===== src/rtl/fpu_pkg.sv =====
// Shared types and constants of the single-precision add/sub/mul/div unit.
// No dependencies.
`default_nettype none
package fpu_pkg;

  localparam logic [31:0] QNAN_WORD = 32'h7FC0_0000;
  localparam logic [31:0] INF_WORD  = 32'h7F80_0000;
  localparam logic [31:0] SIGN_WORD = 32'h8000_0000;
  localparam logic [7:0]  HALF_RND  = 8'h80;
  localparam int unsigned JAM_MAX   = 32;

  typedef logic signed [9:0] fexp_t;

  localparam fexp_t EMIN = -10'sd126;
  localparam fexp_t EMAX = 10'sd127;
  localparam fexp_t BIAS = 10'sd127;

  typedef enum logic [1:0] {
    KIND_ADD = 2'd0,
    KIND_SUB = 2'd1,
    KIND_MUL = 2'd2,
    KIND_DIV = 2'd3
  } kind_e;

  typedef struct packed {
    logic        neg;
    fexp_t       exp;
    logic [23:0] mant;
    logic        is_zero;
    logic        is_inf;
    logic        is_nan;
  } unpack_t;

  typedef struct packed {
    logic start;
    logic x_small;   // dividend significand below divisor: one extra shift
  } div_req_t;

  typedef struct packed {
    logic        done;
    logic [31:0] quo;
    logic        sticky;
  } div_rsp_t;

endpackage
`default_nettype wire


===== src/rtl/fpu_req_if.sv =====
// Request channel: operation code and two binary32 operands.
// Depends on nothing.
`default_nettype none
interface fpu_req_if;
  logic        valid;
  logic        ready;
  logic [1:0]  kind;
  logic [31:0] operand_a;
  logic [31:0] operand_b;

  modport source (output valid, kind, operand_a, operand_b, input ready);
  modport sink   (input valid, kind, operand_a, operand_b, output ready);
endinterface
`default_nettype wire


===== src/rtl/fpu_rsp_if.sv =====
// Response channel: one rounded binary32 result word.
// Depends on nothing.
`default_nettype none
interface fpu_rsp_if;
  logic        valid;
  logic        ready;
  logic [31:0] result_word;

  modport source (output valid, result_word, input ready);
  modport sink   (input valid, result_word, output ready);
endinterface
`default_nettype wire


===== src/rtl/fpu_unpack.sv =====
// Splits a binary32 word into sign, unbiased exponent, significand and class.
// Depends on fpu_pkg.
`default_nettype none
module fpu_unpack (
  input  logic [31:0]      word_i,
  output fpu_pkg::unpack_t fields_o
);
  import fpu_pkg::*;

  logic [7:0]  ef;
  logic [22:0] fr;

  assign ef = word_i[30:23];
  assign fr = word_i[22:0];

  always_comb begin
    fields_o.neg     = word_i[31];
    fields_o.is_nan  = (ef == 8'hFF) && (fr != 23'd0);
    fields_o.is_inf  = (ef == 8'hFF) && (fr == 23'd0);
    fields_o.is_zero = (ef == 8'h00) && (fr == 23'd0);
    // subnormals keep the minimum exponent and are normalized later
    if (ef == 8'h00) begin
      fields_o.mant = {1'b0, fr};
      fields_o.exp  = EMIN;
    end else begin
      fields_o.mant = {1'b1, fr};
      fields_o.exp  = fexp_t'({2'b00, ef}) - BIAS;
    end
  end
endmodule
`default_nettype wire


===== src/rtl/fpu_div_unit.sv =====
// Restoring divider, one quotient bit per cycle, 32 quotient bits.
// Depends on fpu_pkg.
`default_nettype none
module fpu_div_unit (
  input  logic              clk_i,
  input  logic              rst_ni,
  input  fpu_pkg::div_req_t req_i,
  input  logic [23:0]       x_mant_i,
  input  logic [23:0]       y_mant_i,
  output fpu_pkg::div_rsp_t rsp_o
);
  import fpu_pkg::*;

  logic        busy_q, busy_d;
  logic        done_q, done_d;
  logic [5:0]  cnt_q, cnt_d;
  logic [25:0] rem_q, rem_d;
  logic [31:0] quo_q, quo_d;
  logic        sticky_q, sticky_d;
  logic        ge;
  logic [25:0] rem_new;

  // remainder stays below twice the divisor
  assign ge      = rem_q >= {2'b00, y_mant_i};
  assign rem_new = ge ? rem_q - {2'b00, y_mant_i} : rem_q;

  always_comb begin
    busy_d   = busy_q;
    done_d   = 1'b0;
    cnt_d    = cnt_q;
    rem_d    = rem_q;
    quo_d    = quo_q;
    sticky_d = sticky_q;
    if (req_i.start) begin
      busy_d = 1'b1;
      cnt_d  = 6'd32;
      rem_d  = req_i.x_small ? {1'b0, x_mant_i, 1'b0} : {2'b00, x_mant_i};
      quo_d  = '0;
    end else if (busy_q) begin
      quo_d    = {quo_q[30:0], ge};
      rem_d    = {rem_new[24:0], 1'b0};
      sticky_d = rem_new != 26'd0;
      cnt_d    = cnt_q - 6'd1;
      if (cnt_q == 6'd1) begin
        busy_d = 1'b0;
        done_d = 1'b1;
      end
    end
  end

  always_ff @(posedge clk_i or negedge rst_ni) begin
    if (!rst_ni) begin
      busy_q <= 1'b0;
      done_q <= 1'b0;
      cnt_q  <= '0;
    end else begin
      busy_q <= busy_d;
      done_q <= done_d;
      cnt_q  <= cnt_d;
    end
  end

  always_ff @(posedge clk_i) begin
    rem_q    <= rem_d;
    quo_q    <= quo_d;
    sticky_q <= sticky_d;
  end

  assign rsp_o.done   = done_q;
  assign rsp_o.quo    = quo_q;
  assign rsp_o.sticky = sticky_q;
endmodule
`default_nettype wire


===== src/rtl/fp32_add_sub_mul_div_unit.sv =====
// Top level of the binary32 add/sub/mul/div unit: sequencer and datapath.
// Depends on fpu_pkg, fpu_req_if, fpu_rsp_if, fpu_unpack, fpu_div_unit.
// One operation at a time: req is ready only when idle, and the result is held
// on rsp until taken. Special cases go straight from the check to the output;
// add/sub shift the smaller significand right one bit per step over the exponent
// difference (up to 32) and renormalize a cancellation one bit per step; multiply
// forms one 24x24 product; divide runs the 32-step restoring divider. Subnormal
// operands take one normalizing shift per leading zero, and subnormal results one
// shift per bit of denormalizing shift (up to 32). Rounding is nearest-even; NaNs come
// back as 0x7FC00000; no flags.
`default_nettype none
module fp32_add_sub_mul_div_unit (
  input  wire     clk_i,
  input  wire     rst_ni,
  fpu_req_if.sink   req_i,
  fpu_rsp_if.source rsp_o
);
  import fpu_pkg::*;

  typedef enum logic [12:0] {
    S_IDLE  = 13'b0000000000001,
    S_NORM  = 13'b0000000000010,
    S_SPEC  = 13'b0000000000100,
    S_ALIGN = 13'b0000000001000,
    S_ADD   = 13'b0000000010000,
    S_LZ    = 13'b0000000100000,
    S_MUL   = 13'b0000001000000,
    S_MULJ  = 13'b0000010000000,
    S_DIV   = 13'b0000100000000,
    S_RCHK  = 13'b0001000000000,
    S_RSH   = 13'b0010000000000,
    S_ROUND = 13'b0100000000000,
    S_OUT   = 13'b1000000000000
  } state_e;

  state_e      state_q, state_d;
  kind_e       kind_q, kind_d;
  logic [31:0] a_word_q, a_word_d, b_word_q, b_word_d;
  unpack_t     ua_q, ua_d, ub_q, ub_d;
  logic [31:0] xv_q, xv_d, yv_q, yv_d;
  logic        xneg_q, xneg_d, yneg_q, yneg_d;
  logic [47:0] v_q, v_d;
  fexp_t       e_q, e_d;
  logic        neg_q, neg_d;
  logic [5:0]  cnt_q, cnt_d;
  logic [31:0] res_q, res_d;

  logic [31:0] b_eff;
  unpack_t     ua_in, ub_in;
  div_req_t    div_req;
  div_rsp_t    div_rsp;

  assign b_eff = (kind_e'(req_i.kind) == KIND_SUB) ? (req_i.operand_b ^ SIGN_WORD)
                                                   : req_i.operand_b;

  fpu_unpack u_unpack_a (.word_i(req_i.operand_a), .fields_o(ua_in));
  fpu_unpack u_unpack_b (.word_i(b_eff),           .fields_o(ub_in));

  fpu_div_unit u_div (
    .clk_i    (clk_i),
    .rst_ni   (rst_ni),
    .req_i    (div_req),
    .x_mant_i (ua_q.mant),
    .y_mant_i (ub_q.mant),
    .rsp_o    (div_rsp)
  );

  // shared helpers
  logic        na_sh, nb_sh;
  logic        pneg;
  logic        spec_hit;
  logic [31:0] spec_word;
  logic signed [10:0] ediff, udiff;
  logic [32:0] sum33;
  logic [7:0]  rnd_low;
  logic [24:0] m_inc;
  logic [23:0] m_fin;
  fexp_t       e_fin;
  logic        rnd_up;

  assign na_sh = !ua_q.mant[23] && (ua_q.mant != 24'd0);
  assign nb_sh = !ub_q.mant[23] && (ub_q.mant != 24'd0);
  assign pneg  = ua_q.neg ^ ub_q.neg;
  assign ediff = 11'(ua_q.exp) - 11'(ub_q.exp);
  assign udiff = 11'(EMIN) - 11'(e_q);
  assign sum33 = {1'b0, xv_q} + {1'b0, yv_q};

  assign rnd_low = v_q[7:0];
  assign rnd_up  = (rnd_low > HALF_RND) || ((rnd_low == HALF_RND) && v_q[8]);
  assign m_inc   = {1'b0, v_q[31:8]} + {24'd0, rnd_up};
  assign m_fin   = m_inc[24] ? m_inc[24:1] : m_inc[23:0];
  assign e_fin   = m_inc[24] ? e_q + 10'sd1 : e_q;

  always_comb begin
    spec_hit  = 1'b1;
    spec_word = QNAN_WORD;
    case (kind_q)
      KIND_ADD, KIND_SUB: begin
        if (ua_q.is_nan || ub_q.is_nan) spec_word = QNAN_WORD;
        else if (ua_q.is_inf || ub_q.is_inf) begin
          if (ua_q.is_inf && ub_q.is_inf && (ua_q.neg != ub_q.neg)) spec_word = QNAN_WORD;
          else if (ua_q.is_inf) spec_word = {ua_q.neg, INF_WORD[30:0]};
          else spec_word = {ub_q.neg, INF_WORD[30:0]};
        end
        else if (ua_q.is_zero) spec_word = b_word_q;
        else if (ub_q.is_zero) spec_word = a_word_q;
        else spec_hit = 1'b0;
      end
      KIND_MUL: begin
        if (ua_q.is_nan || ub_q.is_nan) spec_word = QNAN_WORD;
        else if (ua_q.is_inf || ub_q.is_inf) begin
          if (ua_q.is_zero || ub_q.is_zero) spec_word = QNAN_WORD;
          else spec_word = {pneg, INF_WORD[30:0]};
        end
        else if (ua_q.is_zero || ub_q.is_zero) spec_word = {pneg, 31'd0};
        else spec_hit = 1'b0;
      end
      KIND_DIV: begin
        if (ua_q.is_nan || ub_q.is_nan) spec_word = QNAN_WORD;
        else if (ua_q.is_inf && ub_q.is_inf) spec_word = QNAN_WORD;
        else if (ua_q.is_zero && ub_q.is_zero) spec_word = QNAN_WORD;
        else if (ua_q.is_inf) spec_word = {pneg, INF_WORD[30:0]};
        else if (ub_q.is_inf) spec_word = {pneg, 31'd0};
        else if (ub_q.is_zero) spec_word = {pneg, INF_WORD[30:0]};
        else if (ua_q.is_zero) spec_word = {pneg, 31'd0};
        else spec_hit = 1'b0;
      end
      default: spec_hit = 1'b1;
    endcase
  end

  always_comb begin
    state_d  = state_q;
    kind_d   = kind_q;
    a_word_d = a_word_q;
    b_word_d = b_word_q;
    ua_d     = ua_q;
    ub_d     = ub_q;
    xv_d     = xv_q;
    yv_d     = yv_q;
    xneg_d   = xneg_q;
    yneg_d   = yneg_q;
    v_d      = v_q;
    e_d      = e_q;
    neg_d    = neg_q;
    cnt_d    = cnt_q;
    res_d    = res_q;
    div_req  = '0;

    case (state_q)
      S_IDLE: begin
        if (req_i.valid) begin
          kind_d   = kind_e'(req_i.kind);
          a_word_d = req_i.operand_a;
          b_word_d = b_eff;
          ua_d     = ua_in;
          ub_d     = ub_in;
          state_d  = S_NORM;
        end
      end
      S_NORM: begin
        // one bit per cycle for subnormal significands
        if (na_sh) begin
          ua_d.mant = {ua_q.mant[22:0], 1'b0};
          ua_d.exp  = ua_q.exp - 10'sd1;
        end
        if (nb_sh) begin
          ub_d.mant = {ub_q.mant[22:0], 1'b0};
          ub_d.exp  = ub_q.exp - 10'sd1;
        end
        if (!na_sh && !nb_sh) state_d = S_SPEC;
      end
      S_SPEC: begin
        neg_d = pneg;
        if (spec_hit) begin
          res_d   = spec_word;
          state_d = S_OUT;
        end else begin
          case (kind_q)
            KIND_ADD, KIND_SUB: begin
              // larger exponent goes to x; the smaller one is jammed right
              if (ediff >= 11'sd0) begin
                xv_d   = {ua_q.mant, 8'd0};
                yv_d   = {ub_q.mant, 8'd0};
                xneg_d = ua_q.neg;
                yneg_d = ub_q.neg;
                e_d    = ua_q.exp;
                cnt_d  = (ediff > 11'sd32) ? 6'(JAM_MAX) : ediff[5:0];
              end else begin
                xv_d   = {ub_q.mant, 8'd0};
                yv_d   = {ua_q.mant, 8'd0};
                xneg_d = ub_q.neg;
                yneg_d = ua_q.neg;
                e_d    = ub_q.exp;
                cnt_d  = (ediff < -11'sd32) ? 6'(JAM_MAX) : 6'(-ediff);
              end
              state_d = S_ALIGN;
            end
            KIND_MUL: begin
              state_d = S_MUL;
            end
            default: begin
              div_req.start   = 1'b1;
              div_req.x_small = ua_q.mant < ub_q.mant;
              e_d = ua_q.exp - ub_q.exp - ((ua_q.mant < ub_q.mant) ? 10'sd1 : 10'sd0);
              state_d = S_DIV;
            end
          endcase
        end
      end
      S_ALIGN: begin
        if (cnt_q != 6'd0) begin
          yv_d  = {1'b0, yv_q[31:1]} | {31'd0, yv_q[0]};
          cnt_d = cnt_q - 6'd1;
        end else begin
          state_d = S_ADD;
        end
      end
      S_ADD: begin
        if (xneg_q == yneg_q) begin
          neg_d = xneg_q;
          if (sum33[32]) begin
            v_d = {16'd0, sum33[32:1] | {31'd0, sum33[0]}};
            e_d = e_q + 10'sd1;
          end else begin
            v_d = {16'd0, sum33[31:0]};
          end
          state_d = S_RCHK;
        end else if (xv_q == yv_q) begin
          res_d   = 32'd0;
          state_d = S_OUT;
        end else if (xv_q > yv_q) begin
          neg_d   = xneg_q;
          v_d     = {16'd0, xv_q - yv_q};
          state_d = S_LZ;
        end else begin
          neg_d   = yneg_q;
          v_d     = {16'd0, yv_q - xv_q};
          state_d = S_LZ;
        end
      end
      S_LZ: begin
        if (!v_q[31]) begin
          v_d = {v_q[46:0], 1'b0};
          e_d = e_q - 10'sd1;
        end else begin
          state_d = S_RCHK;
        end
      end
      S_MUL: begin
        v_d     = ua_q.mant * ub_q.mant;
        e_d     = ua_q.exp + ub_q.exp;
        state_d = S_MULJ;
      end
      S_MULJ: begin
        if (v_q[47]) begin
          v_d = {16'd0, v_q[47:16] | {31'd0, v_q[15:0] != 16'd0}};
          e_d = e_q + 10'sd1;
        end else begin
          v_d = {16'd0, v_q[46:15] | {31'd0, v_q[14:0] != 15'd0}};
        end
        state_d = S_RCHK;
      end
      S_DIV: begin
        if (div_rsp.done) begin
          v_d     = {16'd0, div_rsp.quo | {31'd0, div_rsp.sticky}};
          state_d = S_RCHK;
        end
      end
      S_RCHK: begin
        if (e_q < EMIN) begin
          cnt_d   = (udiff > 11'sd32) ? 6'(JAM_MAX) : udiff[5:0];
          e_d     = EMIN;
          state_d = S_RSH;
        end else begin
          state_d = S_ROUND;
        end
      end
      S_RSH: begin
        if (cnt_q != 6'd0) begin
          v_d   = {1'b0, v_q[47:1]} | {47'd0, v_q[0]};
          cnt_d = cnt_q - 6'd1;
        end else begin
          state_d = S_ROUND;
        end
      end
      S_ROUND: begin
        if (e_fin > EMAX) res_d = {neg_q, INF_WORD[30:0]};
        else if (m_fin == 24'd0) res_d = {neg_q, 31'd0};
        else if ((e_fin == EMIN) && !m_fin[23]) res_d = {neg_q, 8'd0, m_fin[22:0]};
        else res_d = {neg_q, 8'(e_fin + BIAS), m_fin[22:0]};
        state_d = S_OUT;
      end
      S_OUT: begin
        if (rsp_o.ready) state_d = S_IDLE;
      end
      default: state_d = S_IDLE;
    endcase
  end

  always_ff @(posedge clk_i or negedge rst_ni) begin
    if (!rst_ni) begin
      state_q <= S_IDLE;
    end else begin
      state_q <= state_d;
    end
  end

  always_ff @(posedge clk_i) begin
    kind_q   <= kind_d;
    a_word_q <= a_word_d;
    b_word_q <= b_word_d;
    ua_q     <= ua_d;
    ub_q     <= ub_d;
    xv_q     <= xv_d;
    yv_q     <= yv_d;
    xneg_q   <= xneg_d;
    yneg_q   <= yneg_d;
    v_q      <= v_d;
    e_q      <= e_d;
    neg_q    <= neg_d;
    cnt_q    <= cnt_d;
    res_q    <= res_d;
  end

  assign req_i.ready       = state_q == S_IDLE;
  assign rsp_o.valid       = state_q == S_OUT;
  assign rsp_o.result_word = res_q;
endmodule
`default_nettype wire


===== src/flat_wrapper.sv =====
// flat-port wrapper written by rule: the top's interface ports become plain ports
module fp32_add_sub_mul_div_unit_flat import fpu_pkg::*;
  (clk_i, rst_ni, req_i_valid, req_i_kind, req_i_operand_a, req_i_operand_b, req_i_ready, rsp_o_valid, rsp_o_result_word, rsp_o_ready);
  fpu_req_if req_i_i ();
  fpu_rsp_if rsp_o_i ();
  input  wire clk_i;
  input  wire rst_ni;
  input wire logic [$bits(req_i_i.valid)-1:0] req_i_valid;
  input wire logic [$bits(req_i_i.kind)-1:0] req_i_kind;
  input wire logic [$bits(req_i_i.operand_a)-1:0] req_i_operand_a;
  input wire logic [$bits(req_i_i.operand_b)-1:0] req_i_operand_b;
  output wire logic [$bits(req_i_i.ready)-1:0] req_i_ready;
  output wire logic [$bits(rsp_o_i.valid)-1:0] rsp_o_valid;
  output wire logic [$bits(rsp_o_i.result_word)-1:0] rsp_o_result_word;
  input wire logic [$bits(rsp_o_i.ready)-1:0] rsp_o_ready;
  assign req_i_i.valid = req_i_valid;
  assign req_i_i.kind = req_i_kind;
  assign req_i_i.operand_a = req_i_operand_a;
  assign req_i_i.operand_b = req_i_operand_b;
  assign req_i_ready = req_i_i.ready;
  assign rsp_o_valid = rsp_o_i.valid;
  assign rsp_o_result_word = rsp_o_i.result_word;
  assign rsp_o_i.ready = rsp_o_ready;
  fp32_add_sub_mul_div_unit u_core (.clk_i(clk_i), .rst_ni(rst_ni), .req_i(req_i_i), .rsp_o(rsp_o_i));
endmodule

===== config.mk =====
export PLATFORM = sky130hd
export DESIGN_NAME = fp32_add_sub_mul_div_unit_flat
export DESIGN_NICKNAME = d
export VERILOG_FILES = /design/src/rtl/fpu_pkg.sv /design/src/rtl/fpu_req_if.sv /design/src/rtl/fpu_rsp_if.sv /design/src/rtl/fpu_unpack.sv /design/src/rtl/fpu_div_unit.sv /design/src/rtl/fp32_add_sub_mul_div_unit.sv /design/src/flat_wrapper.sv
export SDC_FILE = /design/constraint.sdc
export NUM_CORES = 2
export LEC_CHECK = 0
export BUFFER_PORTS_ARGS = -buffer_cell sky130_fd_sc_hd__buf_2
export CORE_MARGIN = 4
export CORE_UTILIZATION = 42
export CTS_CLUSTER_DIAMETER = 80
export DETAILED_ROUTE_END_ITERATION = 8
export PLACE_DENSITY_LB_ADDON = 0.05
export SLEW_MARGIN = 30
export SYNTH_ARGS = -nofsm -noshare
export SYNTH_HDL_FRONTEND = slang
export SYNTH_SLANG_ARGS = --single-unit

===== constraint.sdc =====
create_clock -name clk_i -period 10.65 [get_ports clk_i]
set_input_delay 0.5325 -clock clk_i [delete_from_list [all_inputs] [get_ports clk_i]]
set_output_delay 0.5325 -clock clk_i [all_outputs]
set_load 0.005 [all_outputs]

Word-level counts from Yosys, hierarchy flattened
Cells that the tools add are included.
{"block": "totals", "register_bits": 385, "inputBits": 70, "output_inout_bits": 34, "elab_cells": 302}
{"block": "classes", "n_addsub": 20, "multipliers": 1, "n_lt_le_gt_ge": 10, "eq_ne": 49, "mux": 119, "bitwise": 10, "n_reduce_logical": 61}
{"cell": "2-to-1 mux 32 bit", "count": 29}
{"cell": "case mux 48 bit (6 select lines)", "count": 1}
{"cell": "2-to-1 mux 48 bit", "count": 5}
{"cell": "case mux 32 bit (3 select lines)", "count": 2}
{"cell": "case mux 13 bit (13 select lines)", "count": 1}
{"cell": "2-to-1 mux 34 bit", "count": 4}
{"cell": "case mux 34 bit (2 select lines)", "count": 2}
{"cell": "2-to-1 mux 13 bit", "count": 10}
{"cell": "OR 32 x 1 -> 32 bit", "count": 4}
{"cell": "2-to-1 mux 31 bit", "count": 3}
{"cell": "2-to-1 mux 10 bit", "count": 8}
{"cell": "2-to-1 mux 26 bit", "count": 3}
{"cell": "2-to-1 mux 37 bit", "count": 2}
{"cell": "case mux 32 bit (2 select lines)", "count": 1}
{"cell": "subtractor 32 bit", "count": 2}
{"cell": "2-to-1 mux 6 bit", "count": 10}
{"cell": "case mux 10 bit (6 select lines)", "count": 1}
{"cell": "multiplier 24 x 24 -> 48 bit", "count": 1}
{"cell": "nonzero test 24 bit", "count": 2}
{"cell": "OR 47 x 1 -> 47 bit", "count": 1}
{"cell": "logical NOT 23 bit", "count": 2}
{"cell": "nonzero test 23 bit", "count": 2}
{"cell": "adder 32 x 32 -> 33 bit", "count": 1}
{"cell": "== test 32 bit", "count": 1}
{"cell": "other kinds (77)", "count": 172}

Depth between registers and ports, before layout
{"block": "logic_depth", "ltp_word": 12, "depth_mapped": 29, "depth_no_buf": 27}

Modules after synthesis
A second synthesis with hierarchy kept.
{"block": "unflattened", "hier_cells": 5444, "hier_area_um2": 48038.6}
{"module": "fp32_add_sub_mul_div_unit", "instances": 1, "cells_each": 4759, "area_each_um2": 42369.4}
{"module": "fpu_div_unit", "instances": 1, "cells_each": 557, "area_each_um2": 4795.8}
{"module": "fpu_unpack", "instances": 2, "cells_each": 64, "area_each_um2": 436.7}

Worst setup path before layout
OpenSTA, ideal clock, no wires.
{"block": "synth_path", "kind": "reg-to-reg", "from": "reg u_core.ua_q[16] (netlist bit)", "to": "reg u_core.v_q[31], data pin", "setup_time_ns": 0.261, "arrival_ns": 7.124, "t_required_ns": 10.389, "setup_slack_ns": 3.265, "path_stages_with_launch": 29, "period_less_slack_ns": 7.385, "path_cell_list": "edfxtp_1 > clkbuf_1 > clkbuf_1 > nand2_1 > fa_1 > inv_1 > fa_1 > inv_1 > fa_1 > inv_1 > fa_1 > inv_1 > fa_1 > inv_1 > fa_1 > inv_1 > fa_1 > inv_1 > ha_1 > and3_1 > a221o_1 > o31ai_1 > o31a_1 > o21ai_0 > a31oi_1 > o31ai_1 > xor2_1 > a211o_1 > o311a_1"}
{"block": "synth_via", "elab_chain_cells": 2}
{"item": "start, declared", "line": "fp32_add_sub_mul_div_unit.sv:39", "text": "unpack_t ua_q, ua_d, ub_q, ub_d;"}
{"item": "start signal, assigned", "line": "fp32_add_sub_mul_div_unit.sv:313", "text": "ua_q <= ua_d;"}
{"item": "multiplier 24 x 24 -> 48 bit", "line": "fp32_add_sub_mul_div_unit.sv:251", "text": "v_d = ua_q.mant * ub_q.mant;"}
{"item": "case mux 48 bit (6 select lines)", "line": "fp32_add_sub_mul_div_unit.sv:150", "text": "case (state_q)"}
{"item": "net u_core.v_d[31]", "line": "fp32_add_sub_mul_div_unit.sv:42", "text": "logic [47:0] v_q, v_d;"}
{"item": "end signal, assigned", "line": "fp32_add_sub_mul_div_unit.sv:319", "text": "v_q <= v_d;"}
{"item": "end, declared", "line": "fp32_add_sub_mul_div_unit.sv:42"}
The timed path passes the listed nets, and every way through them passes these cells.
A chain may end at the register's enable or synchronous reset.

Final worst setup path
{"block": "layout_path", "from": "reg u_core.ua_q[19] (netlist bit)", "to": "reg u_core.v_q[47], data pin"}
The elaborated chain is that of the path after synthesis.

==> flow_summary.ini <==
[floorplan]
die-area_mm2 = 0.117
core_area_mm2 = 0.111
ios = 104
die_width_um = 343
placementRows = 122
die_h_um = 343
start_util_pct = 42.4

[synth]
synthArstFlopShare_pct = 5.60
syn_area_mm2 = 0.0470
synth_seq_area_share_pct = 23.0
synthCells = 5281
yosys-top-cells-area = fa_1 21%, edfxtp_1 21%, ha_1 9.8%
syn_avg_cell_area_um2 = 8.91
yosys.area.top_type = fa_1
yosysMostFrequentCell = inv_1
ys_warn_count = 0
ys_ff_latch = 375
synth_top_area_share_pct = 20.8
synthTopCellsByCount = 755 x inv_1, 576 x nand2_1, 489 x fa_1
synth_edf_count = 322
synth_nets = 6210
synth_cell_types = 97
synthFlopType = edfxtp_1

[cts]
clkLatencyLatePin_ns = 0.62
h-tree-depth = 2
clkTransAtPathRegs_ns = 0.07
cts_sinks = 375
cts.path.max_buffers = 3
cts_tree = yes
cts_setup_buffers = 0
cts_buffers = 48
cts_root_buf = clkbuf_16
cts_resized = 0
cts_hold_buffers = 1

[worst_setup_path]
worst_path_max_delay_cell = edfxtp_1
cp_top_family = adder cells
cp_max_fo = 23
max_stage_delay_ns = 0.73
cp.buffers_inverters = 5
cp-start-kind = register
cp.required_ns = 11.00
critPathKind = register to register
crit_chain = buf_4 -> and2_1 -> fa_1 -> fa_1 -> inv_1 -> fa_1 -> fa_1 -> inv_1 -> fa_1 -> fa_1 -> inv_1 -> fa_1 -> inv_1 -> ha_1 -> and3_1 -> a221o_1 -> o31ai_1 -> o31a_1 -> o21ai_0 -> a31oi_1 -> o21ai_0 -> o221ai_1 -> xnor2_1 -> o21ai_0
arrival_ns = 8.61
crit_top_cell = fa_1
end_kind = register

[timing]
period_share_pct = 77.5
finalHoldViolations = 0
slew_viol_final = 0
setup_tns_ns = 0
tightest_slew_ns = 1.01
period_minus_slack_ns = 8.26
fin_skew_ns = 0.0246
maxSlewHeadroom_pct = 32.0
whs_ns = 0.0943
setup_viol = 0
rsz0062_at_grt = no
max_clock_freq_mhz = 121

[drt]
drc = 0
wl_per_cell_um = 25.7
first_pass_iters = 8
drt_iter0_drc = 4224
vias = 39018
vias_per_cell = 5.79
ant_nets = 0
finalWirelength_um = 174000

[status]
status = finished clean

[placement]
io_buffer_count = 103
hpwlAfterDp_um = 134000
gp_congestion = 0.931

[grt]
grt_pass1_wl_um = 260000
grt_max_degree = 89
grt.overflow.total = 0
antenna_found_initial = 6
grt_pass1_vias = 38805
grt_use_total_pct = 29.4

[flow_run]
drv_cap = 0

[min_path]
hold_class = primary input to register

[layout]
area.sequential_mm2 = 0.0108
area_growth_pct = 7.67
finalNetCount = 6146
drive_gt1_share_pct = 6.93
fill_cells = 11032
multi_input_comb_area_mm2 = 0.0322
-- worst register-to-register path: cells and delay by family (launching register included) --
kind	cells	cell delay [ns]
adders and majority gates	8	3.87
AOI/OAI and AO/OA	8	2.18
DFF	1	0.73
buffers and inverters	5	0.64
and+or+nand+nor	2	0.43
xor gates and xnor gates	1	0.14
-- sequential cells by signal (all words and copies together), names as in the netlist, 24 cells and up --
register                  flops
u_core.u_div.quo_q           32
u_core.rsp_o.result_word     32
u_core.v_q                   48
u_core.ua_q                  38
u_core.a_word_q              31
u_core.yv_q                  32
u_core.xv_q                  24
u_core.b_word_q              31
u_core.u_div.rem_q           26
u_core.ub_q                  38
-- cell families (layout without fill, tap and decap cells) --
family                     count (synthesis)  after routing  synth area share (%)
DFF                                      375            375                  23.0
xor gates and xnor gates                 204            204                  3.80
AOI/OAI and AO/OA                       1008           1008                  13.9
adders and majority gates                859            859                  30.7
muxes                                    145            145                  3.15
buffers and inverters                   1075           1049                  8.69
and+or+nand+nor                         1615           1615                  16.8
other                                      0              1                     0
-- routing by layer --
| layer | up-vias | share of wire, % | GRT usage (%) |
|---|---|---|---|
| met5 | - | 0.016 | 0 |
| met4 | 4 | 3.0 | 7.84 |
| met3 | 243 | 7.9 | 4.97 |
| met2 | 1501 | 44 | 44.8 |
| met1 | 19650 | 45 | 43.3 |
| li1 | 17620 | - | - |
-- path summary, 6_finish.rpt --
check                      slack, ns                      to                    from  cells past startpoint
max                             2.39          u_core.v_q[47]         u_core.ua_q[19]                     24
min in group asynchronous       0.43      u_core.state_q[10]                  rst_ni                      2
min                             0.09         u_core.ua_q[37]     req_i_operand_a[31]                      1
max in group asynchronous       9.82     u_core.u_div.busy_q                  rst_ni                      2
min reg2reg                     0.51  u_core.u_div.quo_q[31]  u_core.u_div.quo_q[31]                      2
max reg2reg                     2.39          u_core.v_q[47]         u_core.ua_q[19]                     24
-- area by class of cell --
| type | instances | share of cell area, % |
|---|---|---|
| Inverter | 760 | 5.63 |
| Timing Repair Buffer | 201 | 2.52 |
| Antenna cell | 1 | 0.00494 |
| Sequential cell | 375 | 21.4 |
| Clock inverter | 28 | 0.608 |
| Multi-Input combinational cell | 3831 | 63.6 |
| Tap cell | 1488 | 3.68 |
| Clock buffer | 60 | 2.52 |
-- cell usage in the layout, fill, tap and decap left out, types with 33 or more instances in the layout --
master     instances
inv_1            754
nand2_1          576
fa_1             489
ha_1             370
edfxtp_1         322
and2_1           301
o21ai_0          272
nor2_1           266
a21oi_1          244
xnor2_1          137
mux2i_1          119
nand3_1          110
buf_2            103
buf_4             95
nor3_1            73
xor2_1            67
a21o_1            58
a211oi_1          51
nor4_1            49
clkbuf_16         49
nand4_1           45
a22oi_1           43
and3_1            39
nand2b_1          33
-- through the flow --
step	instances	area (um^2)	worst slack, ns	utilization (%)
6_report	6744	50600	2.39	45.6
3_3_place_gp	6653	49000	2.54	44.1
5_1_grt	6743	50600	2.09	45.6
3_5_place_dp	6653	49000	2.47	44.2
2_1_floorplan	5281	47000	3.27	-
4_1_cts	6742	50600	2.48	45.6
Power is left out: the tool's default activity adds up to more than one toggle a clock period on the data nets, which glitch-free logic cannot reach.
